==> src/rtl/safety_packet_acceptance_check_macros.svh <==
// assertion macros for the packet acceptance check
`ifndef SAFETY_PACKET_ACCEPTANCE_CHECK_MACROS_SVH
`define SAFETY_PACKET_ACCEPTANCE_CHECK_MACROS_SVH

`ifndef SYNTHESIS
// property checked on every clock edge outside reset
`define SAPC_ASSERT(label, prop, msg) \
    label: assert property (@(posedge i_clk) disable iff (!i_rst_n) prop) else $error(msg);
// property checked on every clock edge, reset included
`define SAPC_ASSERT_ALWAYS(label, prop, msg) \
    label: assert property (@(posedge i_clk) prop) else $error(msg);
`else
`define SAPC_ASSERT(label, prop, msg)
`define SAPC_ASSERT_ALWAYS(label, prop, msg)
`endif

`endif

==> src/rtl/sapc_pkg.sv <==
`timescale 1ns / 1ps

package sapc_pkg;

    localparam int unsigned KIND_W     = 3;
    localparam int unsigned VERD_W     = 3;
    localparam int unsigned ID_W       = 32;
    localparam int unsigned SEQ_W      = 32;
    localparam int unsigned TIME_W     = 32;
    localparam int unsigned CNT_W      = 32;
    localparam int unsigned WIN_W      = 16;
    localparam int unsigned CFG_IDX_W  = 8;
    localparam int unsigned CFG_DATA_W = 32;

    // sequence range limit is this many send windows
    localparam int unsigned RANGE_FACTOR = 10;
    localparam int unsigned LIMIT_W      = WIN_W + 4;

    // packet kinds
    localparam logic [KIND_W-1:0] KIND_CONNREQ   = 3'd0;
    localparam logic [KIND_W-1:0] KIND_CONNRESP  = 3'd1;
    localparam logic [KIND_W-1:0] KIND_RETRREQ   = 3'd2;
    localparam logic [KIND_W-1:0] KIND_RETRRESP  = 3'd3;
    localparam logic [KIND_W-1:0] KIND_DISCREQ   = 3'd4;
    localparam logic [KIND_W-1:0] KIND_HEARTBEAT = 3'd5;
    localparam logic [KIND_W-1:0] KIND_DATA      = 3'd6;
    localparam logic [KIND_W-1:0] KIND_RETRDATA  = 3'd7;

    // verdict codes
    localparam logic [VERD_W-1:0] VERD_ACCEPT   = 3'd0;
    localparam logic [VERD_W-1:0] VERD_CONNREQ  = 3'd1;
    localparam logic [VERD_W-1:0] VERD_CONNRESP = 3'd2;
    localparam logic [VERD_W-1:0] VERD_CHECKSUM = 3'd3;
    localparam logic [VERD_W-1:0] VERD_ADDRESS  = 3'd4;
    localparam logic [VERD_W-1:0] VERD_SEQ      = 3'd5;
    localparam logic [VERD_W-1:0] VERD_CONF_SEQ = 3'd6;

    // configuration register indexes
    localparam logic [CFG_IDX_W-1:0] CFG_LOCAL_ID    = 8'd0;
    localparam logic [CFG_IDX_W-1:0] CFG_PEER_ID     = 8'd1;
    localparam logic [CFG_IDX_W-1:0] CFG_MAX_DELAY   = 8'd2;
    localparam logic [CFG_IDX_W-1:0] CFG_SEND_WINDOW = 8'd3;

    localparam logic [TIME_W-1:0] MAX_DELAY_RST   = 32'd1800;
    localparam logic [WIN_W-1:0]  SEND_WINDOW_RST = 16'd20;

    typedef struct packed {
        logic [KIND_W-1:0] packet_kind;
        logic              checksum_ok;
        logic [ID_W-1:0]   sender;
        logic [ID_W-1:0]   receiver;
        logic [SEQ_W-1:0]  pkt_seq;
        logic [SEQ_W-1:0]  pkt_conf_seq;
        logic [TIME_W-1:0] pkt_conf_time;
        logic [SEQ_W-1:0]  expected_seq;
        logic [SEQ_W-1:0]  last_conf_seq;
        logic [SEQ_W-1:0]  next_send_seq;
        logic [TIME_W-1:0] last_conf_time;
        logic              clear_counts;
    } t_pkt;

    typedef struct packed {
        logic [ID_W-1:0]   local_id;
        logic [ID_W-1:0]   peer_id;
        logic [TIME_W-1:0] max_delay;
        logic [WIN_W-1:0]  send_window;
    } t_cfg;

    typedef struct packed {
        logic [VERD_W-1:0] verdict;
        logic              ids_ok;
        logic              seq_range_ok;
        logic              conf_seq_ok;
        logic              seq_in_order;
        logic              time_in_order;
        logic              all_ok;
    } t_chk;

endpackage

==> src/rtl/sapc_check.sv <==
`timescale 1ns / 1ps

module sapc_check (
    input  sapc_pkg::t_pkt i_pkt,
    input  sapc_pkg::t_cfg i_cfg,
    output sapc_pkg::t_chk o_chk
);
    import sapc_pkg::*;

    logic [LIMIT_W-1:0] w_limit;
    logic [SEQ_W-1:0]   w_seq_diff;
    logic [SEQ_W-1:0]   w_cs_diff;
    logic [SEQ_W-1:0]   w_cs_span;
    logic [TIME_W-1:0]  w_time_diff;
    logic               w_handoff_range;
    logic               w_ids_ok;
    logic               w_range_ok;
    logic               w_cs_ok;
    logic               w_sn_ok;
    logic               w_ts_ok;

    // window times ten, fits in twenty bits
    assign w_limit     = LIMIT_W'(i_cfg.send_window) * LIMIT_W'(RANGE_FACTOR);
    assign w_seq_diff  = i_pkt.pkt_seq - i_pkt.expected_seq;
    assign w_cs_diff   = i_pkt.pkt_conf_seq - i_pkt.last_conf_seq;
    assign w_cs_span   = i_pkt.next_send_seq - i_pkt.last_conf_seq;
    assign w_time_diff = i_pkt.pkt_conf_time - i_pkt.last_conf_time;

    assign w_ids_ok = (i_pkt.sender == i_cfg.peer_id) && (i_pkt.receiver == i_cfg.local_id);

    assign w_handoff_range = (i_pkt.packet_kind == KIND_CONNREQ)
                          || (i_pkt.packet_kind == KIND_CONNRESP)
                          || (i_pkt.packet_kind == KIND_RETRRESP);

    assign w_range_ok = w_handoff_range
                     || ((i_pkt.pkt_seq >= i_pkt.expected_seq)
                         && (w_seq_diff <= SEQ_W'(w_limit)));

    always_comb begin
        case (i_pkt.packet_kind)
            KIND_CONNREQ:  w_cs_ok = (i_pkt.pkt_conf_seq == '0);
            KIND_CONNRESP: w_cs_ok = (i_pkt.pkt_conf_seq == (i_pkt.next_send_seq - 32'd1));
            default:       w_cs_ok = (i_pkt.pkt_conf_seq >= i_pkt.last_conf_seq)
                                  && (w_cs_diff < w_cs_span);
        endcase
    end

    always_comb begin
        case (i_pkt.packet_kind)
            KIND_RETRREQ, KIND_HEARTBEAT, KIND_DATA, KIND_RETRDATA:
                w_sn_ok = (i_pkt.pkt_seq == i_pkt.expected_seq);
            default:
                w_sn_ok = 1'b1;
        endcase
    end

    always_comb begin
        case (i_pkt.packet_kind)
            KIND_HEARTBEAT, KIND_DATA, KIND_RETRDATA:
                // no timestamp seen yet passes
                w_ts_ok = (i_pkt.last_conf_time == '0)
                       || ((i_pkt.pkt_conf_time >= i_pkt.last_conf_time)
                           && (w_time_diff < i_cfg.max_delay));
            default:
                w_ts_ok = 1'b1;
        endcase
    end

    always_comb begin
        o_chk.ids_ok        = w_ids_ok;
        o_chk.seq_range_ok  = w_range_ok;
        o_chk.conf_seq_ok   = w_cs_ok;
        o_chk.seq_in_order  = w_sn_ok;
        o_chk.time_in_order = w_ts_ok;
        o_chk.all_ok        = i_pkt.checksum_ok && w_ids_ok && w_range_ok
                           && w_cs_ok && w_sn_ok && w_ts_ok;
        if (i_pkt.packet_kind == KIND_CONNREQ) begin
            o_chk.verdict = VERD_CONNREQ;
        end else if (i_pkt.packet_kind == KIND_CONNRESP) begin
            o_chk.verdict = VERD_CONNRESP;
        end else if (!i_pkt.checksum_ok) begin
            o_chk.verdict = VERD_CHECKSUM;
        end else if (!w_ids_ok) begin
            o_chk.verdict = VERD_ADDRESS;
        end else if (!w_range_ok) begin
            o_chk.verdict = VERD_SEQ;
        end else if (!w_cs_ok) begin
            o_chk.verdict = VERD_CONF_SEQ;
        end else begin
            o_chk.verdict = VERD_ACCEPT;
        end
    end

endmodule

==> src/rtl/safety_packet_acceptance_check.sv <==
// an input beat reaches the result beat through the input register and then the result register
// throughput: one packet header per cycle while the result channel is not stalled, set by the single check stage
// the input register can still take a header while a result beat waits
// reset: synchronous active low; clears valids and error counters, and loads
// the register defaults (ids 0, max delay 1800, send window 20)
`timescale 1ns / 1ps
`include "safety_packet_acceptance_check_macros.svh"

module safety_packet_acceptance_check (
    input  logic                                i_clk,
    input  logic                                i_rst_n,

    // configuration write channel
    input  logic                                i_cfg_valid,
    output logic                                o_cfg_ready,
    input  logic [sapc_pkg::CFG_IDX_W-1:0]      i_cfg_index,
    input  logic [sapc_pkg::CFG_DATA_W-1:0]     i_cfg_data,

    // packet header channel
    input  logic                                i_in_valid,
    output logic                                o_in_ready,
    input  logic [sapc_pkg::KIND_W-1:0]         i_packet_kind,
    input  logic                                i_checksum_ok,
    input  logic [sapc_pkg::ID_W-1:0]           i_sender,
    input  logic [sapc_pkg::ID_W-1:0]           i_receiver,
    input  logic [sapc_pkg::SEQ_W-1:0]          i_pkt_seq,
    input  logic [sapc_pkg::SEQ_W-1:0]          i_pkt_conf_seq,
    input  logic [sapc_pkg::TIME_W-1:0]         i_pkt_conf_time,
    input  logic [sapc_pkg::SEQ_W-1:0]          i_expected_seq,
    input  logic [sapc_pkg::SEQ_W-1:0]          i_last_conf_seq,
    input  logic [sapc_pkg::SEQ_W-1:0]          i_next_send_seq,
    input  logic [sapc_pkg::TIME_W-1:0]         i_last_conf_time,
    input  logic                                i_clear_counts,

    // result channel
    output logic                                o_out_valid,
    input  logic                                i_out_ready,
    output logic [sapc_pkg::VERD_W-1:0]         o_verdict,
    output logic                                o_ids_ok,
    output logic                                o_seq_range_ok,
    output logic                                o_conf_seq_ok,
    output logic                                o_seq_in_order,
    output logic                                o_time_in_order,
    output logic                                o_all_ok,
    output logic [sapc_pkg::CNT_W-1:0]          o_checksum_errors,
    output logic [sapc_pkg::CNT_W-1:0]          o_address_errors,
    output logic [sapc_pkg::CNT_W-1:0]          o_seq_errors,
    output logic [sapc_pkg::CNT_W-1:0]          o_conf_seq_errors
);
    import sapc_pkg::*;

    // configuration registers
    t_cfg r_cfg;

    // input stage
    logic r_s1_valid;
    t_pkt r_pkt;

    // result stage
    logic r_out_valid;
    t_chk r_chk;
    t_chk w_chk;

    // error counters; they only move when a beat enters the result stage,
    // so they read directly as the counts after the packet on the output
    logic [CNT_W-1:0] r_csum_cnt, n_csum_cnt;
    logic [CNT_W-1:0] r_addr_cnt, n_addr_cnt;
    logic [CNT_W-1:0] r_seq_cnt,  n_seq_cnt;
    logic [CNT_W-1:0] r_conf_cnt, n_conf_cnt;

    logic       w_in_fire;
    logic       w_advance;
    logic [3:0] w_inc;

    function automatic logic [CNT_W-1:0] sat_inc(input logic [CNT_W-1:0] v);
        sat_inc = (v == {CNT_W{1'b1}}) ? v : v + 1'b1;
    endfunction

    // config port never stalls
    assign o_cfg_ready = 1'b1;

    always_ff @(posedge i_clk) begin
        if (!i_rst_n) begin
            r_cfg.local_id    <= '0;
            r_cfg.peer_id     <= '0;
            r_cfg.max_delay   <= MAX_DELAY_RST;
            r_cfg.send_window <= SEND_WINDOW_RST;
        end else if (i_cfg_valid) begin
            case (i_cfg_index)
                CFG_LOCAL_ID:    r_cfg.local_id    <= i_cfg_data[ID_W-1:0];
                CFG_PEER_ID:     r_cfg.peer_id     <= i_cfg_data[ID_W-1:0];
                CFG_MAX_DELAY:   r_cfg.max_delay   <= i_cfg_data[TIME_W-1:0];
                CFG_SEND_WINDOW: r_cfg.send_window <= i_cfg_data[WIN_W-1:0];
                default:         ; // unknown index, write dropped
            endcase
        end
    end

    // the input stage moves on when the result stage is empty or being drained
    assign w_advance  = r_s1_valid && (!r_out_valid || i_out_ready);
    assign o_in_ready = !r_s1_valid || w_advance;
    assign w_in_fire  = i_in_valid && o_in_ready;

    always_ff @(posedge i_clk) begin
        if (!i_rst_n) begin
            r_s1_valid <= 1'b0;
        end else if (w_in_fire) begin
            r_s1_valid <= 1'b1;
        end else if (w_advance) begin
            r_s1_valid <= 1'b0;
        end
    end

    always_ff @(posedge i_clk) begin
        if (w_in_fire) begin
            r_pkt.packet_kind    <= i_packet_kind;
            r_pkt.checksum_ok    <= i_checksum_ok;
            r_pkt.sender         <= i_sender;
            r_pkt.receiver       <= i_receiver;
            r_pkt.pkt_seq        <= i_pkt_seq;
            r_pkt.pkt_conf_seq   <= i_pkt_conf_seq;
            r_pkt.pkt_conf_time  <= i_pkt_conf_time;
            r_pkt.expected_seq   <= i_expected_seq;
            r_pkt.last_conf_seq  <= i_last_conf_seq;
            r_pkt.next_send_seq  <= i_next_send_seq;
            r_pkt.last_conf_time <= i_last_conf_time;
            r_pkt.clear_counts   <= i_clear_counts;
        end
    end

    // all header checks in one combinational pass
    sapc_check u_check (
        .i_pkt (r_pkt),
        .i_cfg (r_cfg),
        .o_chk (w_chk)
    );

    // at most one of these per beat: the first failing check owns the count
    assign w_inc[0] = w_advance && (w_chk.verdict == VERD_CHECKSUM);
    assign w_inc[1] = w_advance && (w_chk.verdict == VERD_ADDRESS);
    assign w_inc[2] = w_advance && (w_chk.verdict == VERD_SEQ);
    assign w_inc[3] = w_advance && (w_chk.verdict == VERD_CONF_SEQ);

    always_comb begin
        n_csum_cnt = r_csum_cnt;
        n_addr_cnt = r_addr_cnt;
        n_seq_cnt  = r_seq_cnt;
        n_conf_cnt = r_conf_cnt;
        if (w_advance) begin
            // clear comes first, then this packet's increment
            if (r_pkt.clear_counts) begin
                n_csum_cnt = '0;
                n_addr_cnt = '0;
                n_seq_cnt  = '0;
                n_conf_cnt = '0;
            end
            if (w_inc[0]) begin
                n_csum_cnt = sat_inc(n_csum_cnt);
            end
            if (w_inc[1]) begin
                n_addr_cnt = sat_inc(n_addr_cnt);
            end
            if (w_inc[2]) begin
                n_seq_cnt = sat_inc(n_seq_cnt);
            end
            if (w_inc[3]) begin
                n_conf_cnt = sat_inc(n_conf_cnt);
            end
        end
    end

    always_ff @(posedge i_clk) begin
        if (!i_rst_n) begin
            r_out_valid <= 1'b0;
            r_csum_cnt  <= '0;
            r_addr_cnt  <= '0;
            r_seq_cnt   <= '0;
            r_conf_cnt  <= '0;
        end else begin
            r_csum_cnt <= n_csum_cnt;
            r_addr_cnt <= n_addr_cnt;
            r_seq_cnt  <= n_seq_cnt;
            r_conf_cnt <= n_conf_cnt;
            if (w_advance) begin
                r_out_valid <= 1'b1;
            end else if (i_out_ready) begin
                r_out_valid <= 1'b0;
            end
        end
    end

    always_ff @(posedge i_clk) begin
        if (w_advance) begin
            r_chk <= w_chk;
        end
    end

    assign o_out_valid       = r_out_valid;
    assign o_verdict         = r_chk.verdict;
    assign o_ids_ok          = r_chk.ids_ok;
    assign o_seq_range_ok    = r_chk.seq_range_ok;
    assign o_conf_seq_ok     = r_chk.conf_seq_ok;
    assign o_seq_in_order    = r_chk.seq_in_order;
    assign o_time_in_order   = r_chk.time_in_order;
    assign o_all_ok          = r_chk.all_ok;
    assign o_checksum_errors = r_csum_cnt;
    assign o_address_errors  = r_addr_cnt;
    assign o_seq_errors      = r_seq_cnt;
    assign o_conf_seq_errors = r_conf_cnt;

    // a single packet never bumps two counters
    `SAPC_ASSERT(a_one_inc, $onehot0(w_inc), "more than one error counter bumped")
    // counts seen with a stalled result stay put until it is taken
    `SAPC_ASSERT(a_cnt_hold, r_out_valid && !i_out_ready |=> $stable(r_csum_cnt) && $stable(r_addr_cnt) && $stable(r_seq_cnt) && $stable(r_conf_cnt), "error counts moved under a stalled result")
    // a full input stage only takes a new beat when it hands its own one on
    `SAPC_ASSERT(a_no_overrun, w_in_fire && r_s1_valid |-> w_advance, "input stage overwritten")

endmodule

==> config.mk <==
export PLATFORM = sky130hd
export DESIGN_NAME = safety_packet_acceptance_check
export DESIGN_NICKNAME = d
export VERILOG_FILES = /design/src/rtl/sapc_pkg.sv /design/src/rtl/sapc_check.sv /design/src/rtl/safety_packet_acceptance_check.sv
export VERILOG_INCLUDE_DIRS = /design/src /design/src/rtl
export SDC_FILE = /design/constraint.sdc
export NUM_CORES = 1
export LEC_CHECK = 0
export ABC_CLOCK_PERIOD_IN_PS = 8900
export BUFFER_PORTS_ARGS = -buffer_cell sky130_fd_sc_hd__buf_2
export CAP_MARGIN = 40
export CORE_ASPECT_RATIO = 2
export CORE_UTILIZATION = 53
export CTS_CLUSTER_SIZE = 24
export DETAILED_ROUTE_END_ITERATION = 8
export PLACE_DENSITY = 0.78
export SKIP_LAST_GASP = 1
export SLEW_MARGIN = 40
export SYNTH_ARGS = -nofsm -noshare
export SYNTH_HDL_FRONTEND = slang
export SYNTH_HIERARCHICAL = 1
export SYNTH_SLANG_ARGS = --single-unit
==> constraint.sdc <==
create_clock -name i_clk -period 8.9 [get_ports i_clk]
set_input_delay 0.89 -clock i_clk [delete_from_list [all_inputs] [get_ports i_clk]]
set_output_delay 0.89 -clock i_clk [all_outputs]
set_load 0.02 [all_outputs]
==> impl_metrics.csv, run 1 <==
group,metric,value,unit
routing,detail_route.wl_per_cell,22.5,um
critical_path,timing.critical_path.fanout_max,6,
power,worst_ir_drop_vdd,166,uV
critical_path,cp-end-kind,"register",
global_route,grtUsageTotal,32.8,%
global_route,grt_antenna_before_repair,39,
synthesis,yosys.area_share.xor_xnor,8.00,%
synthesis,muxShareOfSynthArea,1.99,%
cells_and_area,fin_cells,4568,
clock_tree,cts_max_level,2,
floorplanning,die_area,61100,um2
place,placed_cells_incl_taps,4452,
routing,drt-pass1-iter-count,7,
place,dp_hpwl,78.9,mm
critical_path,timing_worst_setup_path_type,"register to register",
global_route,gr-total-overflow,0,
timing,final_setup_violating_endpoints,0,
routing,drc,0,
timing,hold_viol_final,0,
synthesis,post_synth_and_or_nand_nor_area_fraction,19.0,%
global_route,first_pass_grt_wire_length,153,mm
floorplanning,floorplan_core_area,59100,um2
synthesis,synth_cells,3296,
clock_tree,clock_insertion_delay_worst_skew,0.62,ns
cells_and_area,design_area,36900,um2
synthesis,yosysWarnings,6,
critical_path,critical_path.startpoint_type,"register",
critical_path,flop2flop_setup_slack,0.69,ns
synthesis,ys_dominant_reg_cell,"sky130_fd_sc_hd__edfxtp_1",
clock_tree,master_cell_of_the_clock_root_buffer,"sky130_fd_sc_hd__clkbuf_16",
cells_and_area,fin_nets,4321,
cells_and_area,multi_input_gate_area,16800,um2
place,finalWeightedCongestion,1.02,
synthesis,seq_area_frac_synth,43.7,%
synthesis,synth-edff-count,302,
clock_tree,clock_tree_from_tritoncts,"yes",
synthesis,synth.area.top_cells,"sky130_fd_sc_hd__edfxtp_1 28%, sky130_fd_sc_hd__dfxtp_1 15%, sky130_fd_sc_hd__ha_1 9.5%",
timing,peak_clock_frequency_supported_by_timing,122,MHz
routing,antenna_left,0,
critical_path,crit_family,"compound AO/OA/AOI/OAI gates",
cells_and_area,flow.area_growth_from_synthesis,15.8,%
clock_tree,cts_resized,0,
clock_tree,post-cts-setup-buffer-count,0,
routing,drt_wl_total,103,mm
clock_tree,numClockSinks,544,
global_route,via_count_of_the_first_global_routing_pass,27700,
synthesis,synthTopCellsByCount,"383 x sky130_fd_sc_hd__nand2_1, 302 x sky130_fd_sc_hd__edfxtp_1, 250 x sky130_fd_sc_hd__a21oi_1, 242 x sky130_fd_sc_hd__dfxtp_1, 241 x sky130_fd_sc_hd__ha_1",
floorplanning,die_h,349,um
synthesis,yosys_register_bits,544,
timing,drv_slew,0,
synthesis,postSynthAreaPerCell,9.66,um2
synthesis,compound_cell_area_share_of_the_yosys_netlist,13.8,%
timing,timing.setup.tns,0,ns
critical_path,critPathSlowestCell,"sky130_fd_sc_hd__a31oi_1",
synthesis,synth_fp_nets,3880,
place,place_area,34900,um2
synthesis,synth_top_family_by_area,"simple AND/OR/NAND/NOR gates",
synthesis,synth_async_sr_flop_share,0,%
power,power-per-cell-area,173,nW/um2
floorplanning,rows,126,
floorplanning,die_x,175,um
synthesis,fraction_of_the_mapped_netlist_area_in_adder_cells,9.78,%
floorplanning,io_pins,478,
critical_path,crit_required,9.38,ns
critical_path,cp_slowest_stage_delay,0.70,ns
routing,vias_per_cell,6.05,
timing,tightest_slew,0.853,ns
cells_and_area,post_route_cells_drive_above_1_share,17.4,%
synthesis,synth_top_area_share,28.5,%
outcome,status,"finished, final reports clean",
clock_tree,tritoncts.num_buffers,50,
timing,timing.final.crit_share,92.2,%
power,p_leak,0.0153,uW
synthesis,synth_cell_types,101,
critical_path,timing.critical_path.mode_cell,"sky130_fd_sc_hd__a211oi_1",
place,place.port_buffers,476,
timing,slew-limit-headroom,42.6,%
job,cap_violations,0,
critical_path,critical_path_arrival,8.68,ns
routing,first_iter_violations,1810,
hold_path,min-delay-path-class,"input port to register",
floorplanning,initial_core_util,53.9,%
clock_tree,path_clk_slew,0.07,ns
timing,rsz0062_at_grt,"no",
timing,post-route-min-period,8.21,ns
cells_and_area,nFillCells,5010,
clock_tree,holdBufCountCts,0,
cells_and_area,layout.area.seq,13900,um2
clock_tree,clockBufferDepth,3,
timing,worst_clock_skew,0.0277,ns
synthesis,syn_area,31800,um2
critical_path,cp.buffers_inverters,2,
routing,via_count,27600,
global_route,grt_start_max_net_pins,156,
synthesis,synth_most_common_cell,"sky130_fd_sc_hd__nand2_1",
timing,worst_hold_margin,0.444,ns
synthesis,synth_top_cell_by_area,"sky130_fd_sc_hd__edfxtp_1",
-- kinds of logic (layout without fill, tap and decap cells) --
| kind of cell | count (synthesis) | in the layout |
|---|---|---|
| simple gates | 1175 | 1175 |
| compound gates | 681 | 681 |
| flops | 544 | 544 |
| buf+inv | 295 | 778 |
| xor+xnor | 291 | 291 |
| fa+ha+maj | 246 | 246 |
| mux | 63 | 63 |
| other cells | 1 | 22 |
-- placed cells by master (no fill, tap or decap), types with 63 or more instances in the layout --
cell                       netlist  routed
sky130_fd_sc_hd__buf_2          12     476
sky130_fd_sc_hd__inv_1         190     190
sky130_fd_sc_hd__a21oi_1       250     250
sky130_fd_sc_hd__nand4_1        97      97
sky130_fd_sc_hd__nor2_1        213     211
sky130_fd_sc_hd__ha_1          241     241
sky130_fd_sc_hd__xor2_1        157     157
sky130_fd_sc_hd__dfxtp_1       242     242
sky130_fd_sc_hd__edfxtp_1      302     302
sky130_fd_sc_hd__nand2_1       383     381
sky130_fd_sc_hd__o21ai_0        97      97
sky130_fd_sc_hd__a21o_1         63      63
sky130_fd_sc_hd__xnor2_1       134     134
sky130_fd_sc_hd__nand3_1        94      93
-- state kept, by name (all words and copies together) (netlist names), 3 cells and up --
signal and cells:
r_cfg 112, o_conf_seq_errors 32, o_seq_errors 32, o_checksum_errors 32
o_address_errors 32, o_verdict 3, r_pkt 293
-- cell type report --
| cell class | instances | area share [%] |
|---|---|---|
| Tap cell | 768 | 2.61 |
| Clock inverter | 36 | 1.47 |
| Timing Repair Buffer | 492 | 6.88 |
| Sequential cell | 544 | 37.7 |
| Multi-Input combinational cell | 2457 | 45.6 |
| Inverter | 192 | 1.97 |
| Clock buffer | 58 | 3.56 |
| Antenna cell | 21 | 0.143 |
-- worst register-to-register path, delay by kind of cell (launching register included) --
family,cells,cell delay (ns)
adder cells (fa/ha/maj),3,0.87
AO/OA/AOI/OAI,16,4.99
XOR/XNOR,2,0.29
flip-flops,1,0.44
buffers and inverters,2,0.14
AND/OR/NAND/NOR,5,1.33
-- final timing paths --
check / start / to / cells after the start
worst max-delay path: r_pkt[161] / o_conf_seq_errors[17] / 28
worst min-delay path: i_expected_seq[2] / r_pkt[99] / 1
worst max register to register: r_pkt[161] / o_conf_seq_errors[17] / 28
worst min register to register: r_cfg[27] / r_cfg[27] / 2
-- per-stage QoR --
stage               util, %  worst slack [ns]  power (uW)
CTS                    62.2             0.890        6410
global route           62.3             0.306        6620
floorplan                 -             0.387        3610
detailed placement     59.1             0.933        3970
finish                 62.4             0.693        6390
global placement       59.0              1.11        3950
-- power breakdown --
part / leakage (uW) / switching (uW) / internal (uW)
combinational: 0.00948 / 679 / 453
clock: 0.000899 / 1040 / 1400
sequential: 0.00489 / 63.5 / 2750
total: 0.0153 / 1780 / 4600
-- metal layers --
layer  GRT usage (%)  wire length (um)  vias up  share of wire, %
met3            7.43              7490      415               7.3
met2            61.6             53900     1180                52
met4            21.6              7330       44               7.1
met1            31.5             33600    13000                33
li1                -                 -    13000                 -
met5               0               290        -              0.28
No activity file was read; power rests on OpenSTA's default activity.
==> run 2, diff against run 1 <==
--- a/config.mk
+++ b/config.mk
@@ -13,7 +13,7 @@
 export CORE_UTILIZATION = 53
 export CTS_CLUSTER_SIZE = 24
 export DETAILED_ROUTE_END_ITERATION = 8
-export PLACE_DENSITY = 0.78
+export PLACE_DENSITY = 0.87
 export SKIP_LAST_GASP = 1
 export SLEW_MARGIN = 40
 export SYNTH_ARGS = -nofsm -noshare
==> run 2 against run 1 <==
The run now ends with design-rule violations left. Via count up 1.6%. Sequential cell count unchanged. Worst hold slack better by 0.011 ns. Sequential share of layout area up 0.27 points. Global-route usage up 0.37 points. Fmax up 0.69%. Non-clock buffer count up 5. Count of clock-buffer cells in the layout unchanged. Combinational power about the same. Critical path depth up 1. First-iteration DRC count up 6.4%.
==> impl_metrics.csv, run 2 (synthesis gave the netlist of run 1 again) <==
group,metric,value,unit
outcome,status,"finished, violations left",
outcome,failing_checks,"design-rule violations",
timing,post-route-min-period,8.15,ns
power,worst_ir_drop_vdd,184,uV
global_route,first_pass_grt_wire_length,155,mm
timing,timing.final.crit_share,91.6,%
routing,drt-pass1-iter-count,8,
global_route,gr-total-overflow,0,
clock_tree,clock_tree_from_tritoncts,"yes",
floorplanning,rows,126,
global_route,grt_antenna_before_repair,31,
power,p_leak,0.0152,uW
clock_tree,cts_max_level,2,
global_route,grtUsageTotal,33.2,%
place,dp_hpwl,80.6,mm
critical_path,critPathSlowestCell,"sky130_fd_sc_hd__a311oi_1",
global_route,via_count_of_the_first_global_routing_pass,28200,
cells_and_area,mostFrequentLayoutCell,"sky130_fd_sc_hd__buf_2",
clock_tree,master_cell_of_the_clock_root_buffer,"sky130_fd_sc_hd__clkbuf_16",
critical_path,timing_worst_setup_path_type,"register to register",
timing,slew-limit-headroom,38.5,%
timing,timing.setup.tns,0,ns
floorplanning,floorplan_core_area,59100,um2
routing,antenna_left,0,
cells_and_area,largest_register_ffs,293,
timing,worst_clock_skew,0.0241,ns
cells_and_area,fin_nets,4326,
floorplanning,initial_core_util,53.9,%
clock_tree,path_clk_slew,0.07,ns
clock_tree,tritoncts.num_buffers,50,
clock_tree,holdBufCountCts,0,
cells_and_area,largest-register,"r_pkt",
floorplanning,die_x,175,um
routing,vias_per_cell,6.14,
timing,tightest_slew,0.916,ns
routing,drt_wl_total,105,mm
timing,drv_slew,0,
routing,via_count,28100,
power,totalPowerFinal,6070,uW
timing,hold_viol_final,0,
floorplanning,die_area,61100,um2
power,power-per-cell-area,166,nW/um2
cells_and_area,design_area,36600,um2
timing,rsz0062_at_grt,"no",
cells_and_area,commonest_cells_after_routing_fill_and_taps_aside,"476 x sky130_fd_sc_hd__buf_2, 381 x sky130_fd_sc_hd__nand2_1, 302 x sky130_fd_sc_hd__edfxtp_1, 250 x sky130_fd_sc_hd__a21oi_1, 242 x sky130_fd_sc_hd__dfxtp_1",
global_route,grt_start_max_net_pins,149,
cells_and_area,layout.core_utilization,61.9,%
job,cap_violations,0,
clock_tree,clockBufferDepth,3,
routing,drc,2,
routing,detail_route.wl_per_cell,23.0,um
routing,first_iter_violations,1926,
place,finalWeightedCongestion,1.01,
clock_tree,clock_insertion_delay_worst_skew,0.61,ns
timing,peak_clock_frequency_supported_by_timing,123,MHz
cells_and_area,post_route_cells_drive_above_1_share,17.0,%
clock_tree,cts_resized,0,
timing,final_setup_violating_endpoints,0,
place,place.port_buffers,476,
cells_and_area,flow.area_growth_from_synthesis,15.0,%
critical_path,cp_slowest_stage_delay,0.73,ns
critical_path,critical_path.startpoint_type,"register",
place,dpl_worst_slack,1.04,ns
clock_tree,post-cts-setup-buffer-count,0,
cells_and_area,nFillCells,4885,
critical_path,crit_required,9.37,ns
hold_path,min-delay-path-class,"register to register",
critical_path,timing.critical_path.fanout_max,5,
floorplanning,die_h,349,um
critical_path,cp-end-kind,"register",
floorplanning,io_pins,478,
clock_tree,numClockSinks,544,
critical_path,critical_path_arrival,8.62,ns
place,place_area,34900,um2
timing,fin_ws,0.750,ns
cells_and_area,largestRegisters,"r_pkt x293, r_cfg x112",
## run 2: path summary, 6_finish.rpt
path,from,endpoint,slack [ns],depth (start not counted)
worst max-delay path,r_cfg[3],o_conf_seq_errors[17],0.75,29
worst min-delay path,r_cfg[43],r_cfg[43],0.45,2
worst max register to register,r_cfg[3],o_conf_seq_errors[17],0.75,29
worst min register to register,r_cfg[43],r_cfg[43],0.45,2
## run 2: layer usage
metal	vias up	GRT usage, %	wire, um	share of wire, %
met5	-	0	192	0.18
met4	32	21.2	7000	6.7
met3	407	7.67	8390	8.0
met2	1348	61.9	54500	52
met1	13300	32.3	34900	33
li1	13000	-	-	-
## run 2: metrics by stage
step / cells / hold slack, ns
floorplan: 3296 / 0.436
global placement: 4455 / 0.444
detailed placement: 4456 / 0.446
CTS: 4549 / 0.428
global route: 4558 / 0.438
finish: 4574 / 0.454
## run 2: area by class of cell
class / count / area, um2 / area share (%)
multi-input combinational: 2457 / 16800 / 45.9
sequential: 544 / 13900 / 38.0
tap: 768 / 961 / 2.62
inverter: 192 / 726 / 1.98
clock inverter: 35 / 260 / 0.711
clock buffer: 58 / 1310 / 3.58
antenna: 23 / 57.6 / 0.157
timing repair buffer: 497 / 2590 / 7.07
## run 2: worst max-delay path: cells and delay by family, from the launching register on
| kind | cells | cell delay [ns] |
|---|---|---|
| AOI/OAI and AO/OA | 13 | 3.77 |
| xor gates and xnor gates | 1 | 0.21 |
| adders and majority gates | 4 | 1.14 |
| buffers and inverters | 1 | 0.05 |
| DFF | 1 | 0.33 |
| and+or+nand+nor | 10 | 2.51 |
## run 2: where the power goes
group,switching (uW),internal (uW)
clock network,1020,1100
registers,65.1,2750
logic,685,456
total,1770,4310
